## src/rtl/core/stl_pkg.sv

```systemverilog
// shared types and constants for the symbol table lookup block
// used by stl_ctrl, stl_dp and symbol_table_lookup; depends on nothing
`default_nettype none

package stl_pkg;

	// table geometry
	localparam int TABLE_DEPTH = 4096;
	localparam int NAME_BYTES  = 8;
	localparam int NAME_W      = NAME_BYTES * 8;
	localparam int TYPE_W      = 8;
	localparam int VALUE_W     = 32;
	localparam int INDEX_W     = 12;

	// stream payload widths
	localparam int S_DATA_W = 216;
	localparam int S_USER_W = 2;
	localparam int M_DATA_W = 56;
	localparam int M_USER_W = 2;

	// reset value of the type mask register
	localparam logic [TYPE_W-1:0] TYPE_MASK_RST = 8'd30;

	// command codes carried in s_tuser
	typedef enum logic [1:0] {
		OP_CLEAR  = 2'd0,
		OP_APPEND = 2'd1,
		OP_ADDR   = 2'd2,
		OP_NAME   = 2'd3
	} stl_op_t;

	// result status codes carried in m_tuser
	typedef enum logic [1:0] {
		STS_OK   = 2'd0,
		STS_MISS = 2'd1,
		STS_FULL = 2'd2
	} stl_status_t;

	// one stored table entry
	typedef struct packed {
		logic [NAME_W-1:0]  name;
		logic [TYPE_W-1:0]  typ;
		logic [VALUE_W-1:0] value;
	} stl_entry_t;

	// controller state
	typedef enum logic [2:0] {
		ST_IDLE,
		ST_EXEC,
		ST_SCAN,
		ST_DRAIN,
		ST_RESULT
	} stl_state_t;

	// commands from controller to datapath
	typedef struct packed {
		logic load;
		logic exec;
		logic scan;
		logic emit;
	} stl_cmd_t;

	// status from datapath to controller
	typedef struct packed {
		logic count_zero;
		logic scan_last;
		logic out_free;
	} stl_stat_t;

endpackage

`default_nettype wire

```

## src/rtl/core/stl_ctrl.sv

```systemverilog
// controller state machine for the symbol table lookup block
// depends on stl_pkg; drives stl_dp through stl_cmd_t, reads stl_stat_t
`default_nettype none

module stl_ctrl (
	input  wire logic                       clk,
	input  wire logic                       arst_n,
	input  wire logic                       in_valid,
	input  wire logic [1:0]                 in_op,
	output logic                            in_ready,
	input  wire stl_pkg::stl_stat_t         stat,
	output stl_pkg::stl_cmd_t               cmd
);

	stl_pkg::stl_state_t state_q;
	stl_pkg::stl_state_t state_nxt;
	stl_pkg::stl_op_t    op;

	assign op = stl_pkg::stl_op_t'(in_op);

	// state register
	always_ff @(posedge clk or negedge arst_n) begin
		if (!arst_n) begin
			state_q <= stl_pkg::ST_IDLE;
		end else begin
			state_q <= state_nxt;
		end
	end

	// next state
	always_comb begin
		state_nxt = state_q;
		unique case (state_q)
			stl_pkg::ST_IDLE: begin
				if (in_valid) begin
					unique case (op) inside
						stl_pkg::OP_ADDR, stl_pkg::OP_NAME: begin
							state_nxt = stat.count_zero ? stl_pkg::ST_RESULT
							                            : stl_pkg::ST_SCAN;
						end
						default: begin
							state_nxt = stl_pkg::ST_EXEC;
						end
					endcase
				end
			end
			stl_pkg::ST_EXEC: begin
				state_nxt = stl_pkg::ST_RESULT;
			end
			stl_pkg::ST_SCAN: begin
				if (stat.scan_last) begin
					state_nxt = stl_pkg::ST_DRAIN;
				end
			end
			stl_pkg::ST_DRAIN: begin
				state_nxt = stl_pkg::ST_RESULT;
			end
			stl_pkg::ST_RESULT: begin
				if (stat.out_free) begin
					state_nxt = stl_pkg::ST_IDLE;
				end
			end
			default: begin
				state_nxt = stl_pkg::ST_IDLE;
			end
		endcase
	end

	// outputs
	always_comb begin
		in_ready = 1'b0;
		cmd      = '0;
		unique case (state_q)
			stl_pkg::ST_IDLE: begin
				in_ready = 1'b1;
				cmd.load = in_valid;
			end
			stl_pkg::ST_EXEC: begin
				cmd.exec = 1'b1;
			end
			stl_pkg::ST_SCAN: begin
				cmd.scan = 1'b1;
			end
			stl_pkg::ST_DRAIN: begin
				cmd = '0;
			end
			stl_pkg::ST_RESULT: begin
				cmd.emit = stat.out_free;
			end
			default: begin
				cmd = '0;
			end
		endcase
	end

endmodule

`default_nettype wire

```

## config.mk

```make
export PLATFORM = sky130hd
export DESIGN_NAME = stl_ctrl
export DESIGN_NICKNAME = d
export VERILOG_FILES = /design/src/rtl/core/stl_pkg.sv /design/src/rtl/core/stl_ctrl.sv
export SDC_FILE = /design/constraint.sdc
export NUM_CORES = 1
export LEC_CHECK = 0
export BUFFER_PORTS_ARGS = -buffer_cell sky130_fd_sc_hd__clkbuf_2
export CORE_AREA = 2 2 39 41
export CTS_BUF_LIST = sky130_fd_sc_hd__clkbuf_8
export CTS_CLUSTER_SIZE = 20
export DETAILED_ROUTE_END_ITERATION = 8
export DIE_AREA = 0 0 41 43
export GPL_TIMING_DRIVEN = 0
export HOLD_SLACK_MARGIN = 0.03
export MAX_ROUTING_LAYER = met4
export SLEW_MARGIN = 15
export SYNTH_ARGS = -nofsm -noshare
export SYNTH_HDL_FRONTEND = slang
export SYNTH_SLANG_ARGS = --single-unit
```

## constraint.sdc

```tcl
create_clock -name clk -period 1.1 [get_ports clk]
set_input_delay 0.11 -clock clk [delete_from_list [all_inputs] [get_ports clk]]
set_output_delay 0.11 -clock clk [all_outputs]
set_load 0.01 [all_outputs]
```

# Word level (Yosys, flattened, before mapping)
# Index checks and enable logic that the tools add are counted.
# word_totals
ff_bits	3
inputBits	8
output_inout_bits	5
word_cells	25
# op_classes
n_eq_ne	9
muxes	11
reduce_logical	4
# op_table
operator	n
two-way mux 3 bit	5
case mux 3 bit (4 select lines)	1
== test 3 x 2 -> 1 bit, second input constant	2
!= test 2 bit, second input constant	3
two-way mux 1 bit	5
== test 2 bit, second input constant	2
OR reduction 2 bit	2
== test 3 x 1 -> 1 bit, second input constant	1
== test 3 bit, second input constant	1
logical NOT 3 bit	1
AND reduction 3 bit	1

# Depth between registers and ports, before layout
# Gate-level depths: netlist of the first run.
# depth
ltp_word	5
depth_mapped	2
mapped_depth_nobuf	2

# Worst setup path after synthesis of the first run
# OpenSTA, ideal clock, no wires.
# synth_path
path_kind	register to output
startpoint	register state_q[2]
endpoint	output port cmd[3] (netlist name)
t_arrival_ns	0.994
required_ns	0.990
setup_slack_ns	-0.004
path_stages_with_launch	3
path_buffers	0
cell_sequence	dfrtp_1 nor3_1 and2_1
# synth_rtl
element	line_no	source
start: declaration	stl_ctrl.sv:15	stl_pkg::stl_state_t state_q;
start signal: assignment	stl_ctrl.sv:24	state_q <= stl_pkg::ST_IDLE;
start signal: assignment	stl_ctrl.sv:26	state_q <= state_nxt;
end: declaration	stl_ctrl.sv:12	output stl_pkg::stl_cmd_t cmd

==> insert_results.sql, run 1 <==
INSERT INTO impl_metrics (metric_group, metric, value, unit) VALUES
('status', 'run_status', 'finished with violations', ''),
('status', 'failing_checks', 'negative setup slack', ''),
('sta', 'final_min_period_over_clock_period', '112.8', '%'),
('setup_path', 'worst_r2r_path_depth', '2', ''),
('hold_path', 'worstHoldPathType', 'primary input to flip-flop', ''),
('run', 'timing.max_cap.violations', '0', ''),
('detailed_routing', 'drc', '0', ''),
('die', 'placeable_core_region', '0.001384', 'sq mm'),
('yosys', 'synth-seq-area-share', '41.96', '%'),
('sta', 'worst_margin_pin_slew', '0.1877', 'ns'),
('yosys', 'synth_largest_area_cell', 'dfrtp_1', ''),
('yosys', 'yosys_register_bits', '3', ''),
('placement', 'post-place-ws', '-0.08334', 'ns'),
('layout', 'max_ffs_per_register', '3', ''),
('global_routing', 'grt_total_usage', '9.185', '%'),
('detailed_routing', 'wl_per_cell', '10.15', 'microns'),
('clock_tree', 'tritoncts.num_buffers', '3', ''),
('layout', 'final_core_util', '26.13', '%'),
('die', 'ioPinCount', '13', ''),
('sta', 'hold_ws', '0.1445', 'ns'),
('setup_path', 'path_max_fanout', '6', ''),
('sta', 'report.final.hold_viol_count', '0', ''),
('detailed_routing', 'vias', '222', ''),
('setup_path', 'critPathCapture', 'cmd[0]', ''),
('layout', 'drive_gt1_share', '65.79', '%'),
('sta', 'post-route-min-period', '1.241', 'ns'),
('yosys', 'post_synth_num_cell_types', '14', ''),
('layout', 'area.growth.synth_to_final', '102.1', '%'),
('detailed_routing', 'drt-initial-drc-count', '4', ''),
('layout', 'multiInputGateArea', '112.6', 'sq um'),
('setup_path', 'timing.rr.start', 'state_q[1]', ''),
('clock_tree', 'clk-insertion-delay-late', '0.22', 'ns'),
('power_and_ir_drop', 'p_leak', '0.1695', 'nW'),
('placement', 'gp_congestion', '0.6670', ''),
('yosys', 'share_of_yosys_cell_area_claimed_by_the_top_area_cell_type', '41.96', '%'),
('power_and_ir_drop', 'post-layout-total-power', '0.9706', 'mW'),
('layout', 'nFillCells', '153', ''),
('placement', 'placement.io_buffers', '11', ''),
('setup_path', 'crit_type', 'flip-flop to primary output', ''),
('clock_tree', 'cts_max_level', '1', ''),
('global_routing', 'number_of_antenna_violations_at_the_first_check_in_global_routing', '0', ''),
('detailed_routing', 'met2_wirelength', '223', 'microns'),
('setup_path', 'worst_setup_sp', 'state_q[2]', ''),
('sta', 'max_slew_margin', '87.41', '%'),
('die', 'die_y', '43', 'microns'),
('power_and_ir_drop', 'cellPowerDensity', '2684', 'mW/mm^2'),
('layout', 'final_common_cell', 'clkbuf_2', ''),
('detailed_routing', 'first_pass_iters', '3', ''),
('layout', 'seqCellArea', '78.83', 'sq um'),
('clock_tree', 'clock_tree.root_cell', 'clkbuf_8', ''),
('sta', 'fin_ws', '-0.1409', 'ns'),
('setup_path', 'slowest_stage', 'dfrtp_2', ''),
('clock_tree', 'cts.reportedPaths.clkPinSlew', '0.03', 'ns'),
('yosys', 'postSynthCellCount', '18', ''),
('sta', 'rsz_0062_raised_after_global_routing', 'yes', ''),
('setup_path', 'critical_path.endpoint_type', 'primary output', ''),
('setup_path', 'worst_ep_required_time', '0.99', 'ns'),
('sta', 'report.final.setup_viol', '7', ''),
('sta', 'finalMaxSlewViolations', '0', ''),
('detailed_routing', 'wl_met1', '238', 'microns'),
('layout', 'regMostFlops', 'state_q', ''),
('power_and_ir_drop', 'worst_ir_drop_vdd', '0.0006878', 'V'),
('setup_path', 'rr_endpoint', 'state_q[0]', ''),
('detailed_routing', 'topRoutingLayerUsed', 'met4', ''),
('die', 'die-width', '41', 'microns'),
('global_routing', 'grt_pass1_vias', '215', ''),
('global_routing', 'grt_max_degree', '9', ''),
('global_routing', 'gr-total-overflow', '0', ''),
('setup_path', 'arrival', '1.13', 'ns'),
('layout', 'layout.cells.most_common_list', 'clkbuf_2 (7), buf_4 (4), clkbuf_8 (3), buf_2 (3), dfrtp_2 (3)', ''),
('detailed_routing', 'vias_per_cell', '4.111', '');
[power by group]
group          leakage (nW)  switching (mW)  total, mW  internal [mW]
registers            0.0351          0.0803      0.241          0.161
clock network        0.0269          0.0807      0.319          0.238
logic                 0.107           0.154      0.411          0.256
total                 0.170           0.315      0.971          0.655
[worst min-delay path by stage]
stage	start	to	slack (ns)	depth (start not counted)
2_1_floorplan	arst_n	state_q[0]	-0.19	0
5_1_grt	stat[1]	state_q[0]	0.15	3
3_5_place_dp	arst_n	state_q[0]	-0.09	1
3_3_place_gp	arst_n	state_q[2]	-0.09	1
4_1_cts	stat[1]	state_q[0]	0.14	3
6_report	stat[1]	state_q[0]	0.14	3
[synth_stat cells (all sizes together)]
library cell	count
and4bb	1
nor2	1
a211oi	2
nand3b	1
nand4b	1
o211ai	1
inv	1
dfrtp	3
nor3	2
and2	1
nand2	1
nand2b	1
or4b	1
or3b	1
[metrics by stage]
step	std cells	instance area (sq um)	TNS, ns
after global routing	54	361.6	-0.8550
after CTS	53	351.6	-0.5633
after global placement	45	259.0	-0.09506
final	54	361.6	-0.4767
after floorplan	18	183.9	0
after detailed placement	45	259.0	-0.1519
[worst max-delay path, delay by kind of cell, from the launching register on]
kind / cells / cell delay (ns)
and+or+nand+nor: 1 / 0.21
buffers and inverters: 2 / 0.26
DFF: 1 / 0.43
[kinds of logic (layout without fill, tap and decap cells)]
group	after synthesis	after routing	synth area share [%]
buffers and inverters	1	21	2.096
and+or+nand+nor	11	11	43.36
DFF	3	3	41.96
AOI/OAI and AO/OA	3	3	12.59
[layout make-up]
class	count	area share (%)
Clock buffer	3	11.42
Tap cell	16	5.536
Inverter	1	1.038
Sequential cell	3	21.80
Multi-Input combinational cell	14	31.14
Timing Repair Buffer	16	28.03
Clock inverter	1	1.038
[timing repair]
item                                   in CTS  in global routing
endpoints found under the hold margin       3                  0
gates resized for setup                     6                  4
pin swaps                                   5                  2
setup endpoints to repair                   7                  7
buffers inserted                            3                  1
hold buffers                                1                  0
[per-layer routing]
layer  GRT usage, %  vias up
li1               -      110
met1          10.71       95
met5              -        -
met2          9.063       13
met3          3.141        4
met4          14.00        0
Power figures use the tool's default switching activity.
==> run 2: changes to the inputs <==
- SETUP_SLACK_MARGIN: not set -> 0.15
- TNS_END_PERCENT: not set -> 1
==> run 2 against run 1 <==
Against the previous run:
- the flow still finishes with violations (negative setup slack)
- largest cell class unchanged
- die area is the same
- routed wire length shrank 1.6%
- hold slack lost 0.015 ns
- flip-flop and latch count is the same
- sequential share of layout area shrank 1.1 points
- global-route usage shrank 1.0 points
- via count shrank 2.3%
- non-clock buffer count grew 1
- clock-buffer cell count is the same
- total power grew 6.6%
- register-to-register slack lost 0.02 ns
- critical path type unchanged
- combinational power grew 17%
==> insert_results.sql, run 2 (same netlist as run 1, synthesis figures left out) <==
INSERT INTO impl_metrics (metric_group, metric, value, unit) VALUES
('status', 'run_status', 'finished with violations', ''),
('status', 'failing_checks', 'negative setup slack', ''),
('layout', 'drive_gt1_share', '66.67', '%'),
('power_and_ir_drop', 'cellInternalPower', '0.7046', 'mW'),
('clock_tree', 'cts_max_level', '1', ''),
('placement', 'placement.io_buffers', '11', ''),
('placement', 'dp_hpwl', '340.8', 'microns'),
('setup_path', 'crit_type', 'flip-flop to primary output', ''),
('layout', 'max_ffs_per_register', '3', ''),
('layout', 'seqCellArea', '78.83', 'sq um'),
('power_and_ir_drop', 'power.share.sequential', '23.3', '%'),
('global_routing', 'gr-total-overflow', '0', ''),
('power_and_ir_drop', 'pwr-share-comb', '46.6', '%'),
('setup_path', 'arrival', '1.12', 'ns'),
('die', 'initial_core_util', '12.93', '%'),
('clock_tree', 'clk-insertion-delay-late', '0.21', 'ns'),
('setup_path', 'timing.critical_path.max_delay_family', 'flip-flops', ''),
('setup_path', 'worst_ep_required_time', '0.99', 'ns'),
('sta', 'fin_ws', '-0.1290', 'ns'),
('clock_tree', 'tritoncts.num_buffers', '3', ''),
('power_and_ir_drop', 'power.share.switching', '31.87', '%'),
('layout', 'regMostFlops', 'state_q', ''),
('layout', 'layout.cells.most_common_list', 'clkbuf_2 (8), buf_4 (5), clkbuf_8 (3), dfrtp_2 (3)', ''),
('global_routing', 'grt_pass1_vias', '189', ''),
('layout', 'multiInputGateArea', '118.9', 'sq um'),
('power_and_ir_drop', 'worst_ir_drop_vdd', '0.0007457', 'V'),
('layout', 'final_net_count', '48', ''),
('placement', 'placedCellCount', '45', ''),
('setup_path', 'slowest_stage', 'dfrtp_2', ''),
('global_routing', 'grt_max_degree', '9', ''),
('global_routing', 'grt_pass1_wl', '814', 'microns'),
('power_and_ir_drop', 'switchingPower', '0.3296', 'mW'),
('sta', 'max_slew_margin', '88.56', '%'),
('setup_path', 'critical_path.endpoint_type', 'primary output', ''),
('detailed_routing', 'vias_per_cell', '3.945', ''),
('power_and_ir_drop', 'cellPowerDensity', '2710', 'mW/mm^2'),
('layout', 'top_regs', 'state_q x3', ''),
('setup_path', 'crit_path_cell_trace', 'nor3_4 -> and2_4 -> buf_6', ''),
('sta', 'worst_margin_pin_slew', '0.1705', 'ns'),
('layout', 'area.growth.synth_to_final', '113.3', '%'),
('power_and_ir_drop', 'p_leak', '0.1787', 'nW'),
('detailed_routing', 'vias', '217', ''),
('die', 'rows', '14', ''),
('detailed_routing', 'first_pass_iters', '2', ''),
('die', 'ioPinCount', '13', ''),
('die', 'die_y', '43', 'microns'),
('global_routing', 'grt_total_usage', '8.144', '%'),
('layout', 'fin_cells', '55', ''),
('clock_tree', 'cts.reportedPaths.clkPinSlew', '0.03', 'ns'),
('layout', 'final_common_cell', 'clkbuf_2', ''),
('sta', 'totalNegativeSetupSlack', '-0.5942', 'ns'),
('die', 'die-width', '41', 'microns'),
('setup_path', 'path_max_fanout', '7', ''),
('sta', 'finalMaxSlewViolations', '0', ''),
('setup_path', 'timing.critical_path.from_type', 'flip-flop', ''),
('clock_tree', 'cts.path.max_buffers', '2', ''),
('detailed_routing', 'wl_per_cell', '9.800', 'microns'),
('detailed_routing', 'drt-initial-drc-count', '7', ''),
('sta', 'report.final.hold_viol_count', '0', ''),
('clock_tree', 'clkSinkCount', '3', ''),
('layout', 'nFillCells', '148', ''),
('placement', 'gp_congestion', '0.7224', ''),
('sta', 'clock.fmax', '813.7', 'MHz'),
('hold_path', 'worstHoldPathType', 'primary input to flip-flop', ''),
('detailed_routing', 'drc', '0', ''),
('setup_path', 'worst_path_largest_cell_delay', '0.45', 'ns'),
('sta', 'final_min_period_over_clock_period', '111.7', '%'),
('global_routing', 'number_of_antenna_violations_at_the_first_check_in_global_routing', '0', ''),
('die', 'placeable_core_region', '0.001384', 'sq mm'),
('clock_tree', 'tritoncts', 'built', ''),
('sta', 'post-route-min-period', '1.229', 'ns'),
('setup_path', 'critical_path.n_buffers_inverters', '1', ''),
('sta', 'final.setup_skew', '0.001310', 'ns'),
('clock_tree', 'clock_tree.root_cell', 'clkbuf_8', ''),
('layout', 'num_antenna_cells', '0', ''),
('run', 'timing.max_cap.violations', '0', ''),
('detailed_routing', 'routed_wire_length', '539', 'microns'),
('power_and_ir_drop', 'power_share_of_the_clock_group', '30.1', '%'),
('detailed_routing', 'antenna_left', '0', ''),
('die', 'die_area', '0.001763', 'sq mm'),
('sta', 'report.final.setup_viol', '7', ''),
('sta', 'rsz_0062_raised_after_global_routing', 'yes', '');
-- run 2: cell count changes in the layout (fill, tap and decap cells not counted), sizes merged --
cell    before  now
clkbuf      10   11
-- run 2: path summary, 6_finish.rpt --
check                      slack [ns]         end  depth (start not counted)       start
setup / recovery                -0.13      cmd[3]                          3  state_q[1]
hold / removal                   0.13  state_q[0]                          3     stat[1]
setup reg to reg                -0.06  state_q[2]                          2  state_q[1]
hold reg to reg                  0.60  state_q[2]                          1  state_q[1]
max in group asynchronous        0.75  state_q[2]                          2      arst_n
min in group asynchronous        0.23  state_q[1]                          2      arst_n
-- run 2: worst register-to-register path, cell delays in order, from the launching register on --
cell      delay [ns]
dfrtp_2         0.45
or4b_1          0.52
o211ai_1        0.10
-- run 2: power groups by stage --
| stage | registers (mW) | clock network, mW | logic, mW |
|---|---|---|---|
| 6_report | 0.241 | 0.311 | 0.482 |
| 5_1_grt | 0.254 | 0.326 | 0.519 |
| 4_1_cts | 0.235 | 0.320 | 0.320 |
| 3_5_place_dp | 0.237 | 0 | 0.257 |
| 3_3_place_gp | 0.236 | 0 | 0.255 |
| 2_1_floorplan | 0.213 | 0 | 0.164 |
-- run 2: cell type report --
cell class | instances | area share [%]
flip-flops and latches | 3 | 20.66
well taps | 16 | 5.246
multi-input cells | 14 | 31.15
clock buffers | 3 | 10.82
inverters | 1 | 0.9836
clock inverters | 1 | 0.9836
repair buffers | 17 | 30.16
-- run 2: routing by layer --
metal  part of all wire [%]  vias up  global-route usage, %
met5                      0        -                      -
met4                      0        0                  10.00
met3                    5.4        0                  4.712
met2                     51        9                  8.438
met1                     44       98                  9.061
li1                       -      110                      -
-- run 2: what timing repair did --
action	CTS	global route
pin swaps	1	2
endpoints found under the setup margin	7	7
hold endpoints to repair	3	0
resized for setup	4	7
buffers inserted	2	3
hold buffers	1	0
-- run 2: metrics by stage --
stage	cell area [sq um]	setup slack (ns)	power [mW]	hold WS, ns	util [%]
global route	381.6	-0.1712	1.099	0.1540	27.58
CTS	337.8	-0.1337	0.8746	0.1290	24.41
floorplan	183.9	0.01785	0.3768	-0.1856	-
finish	381.6	-0.1290	1.034	0.1290	27.58
detailed placement	259.0	-0.05461	0.4937	-0.08961	18.72
global placement	259.0	-0.05184	0.4908	-0.09333	18.72
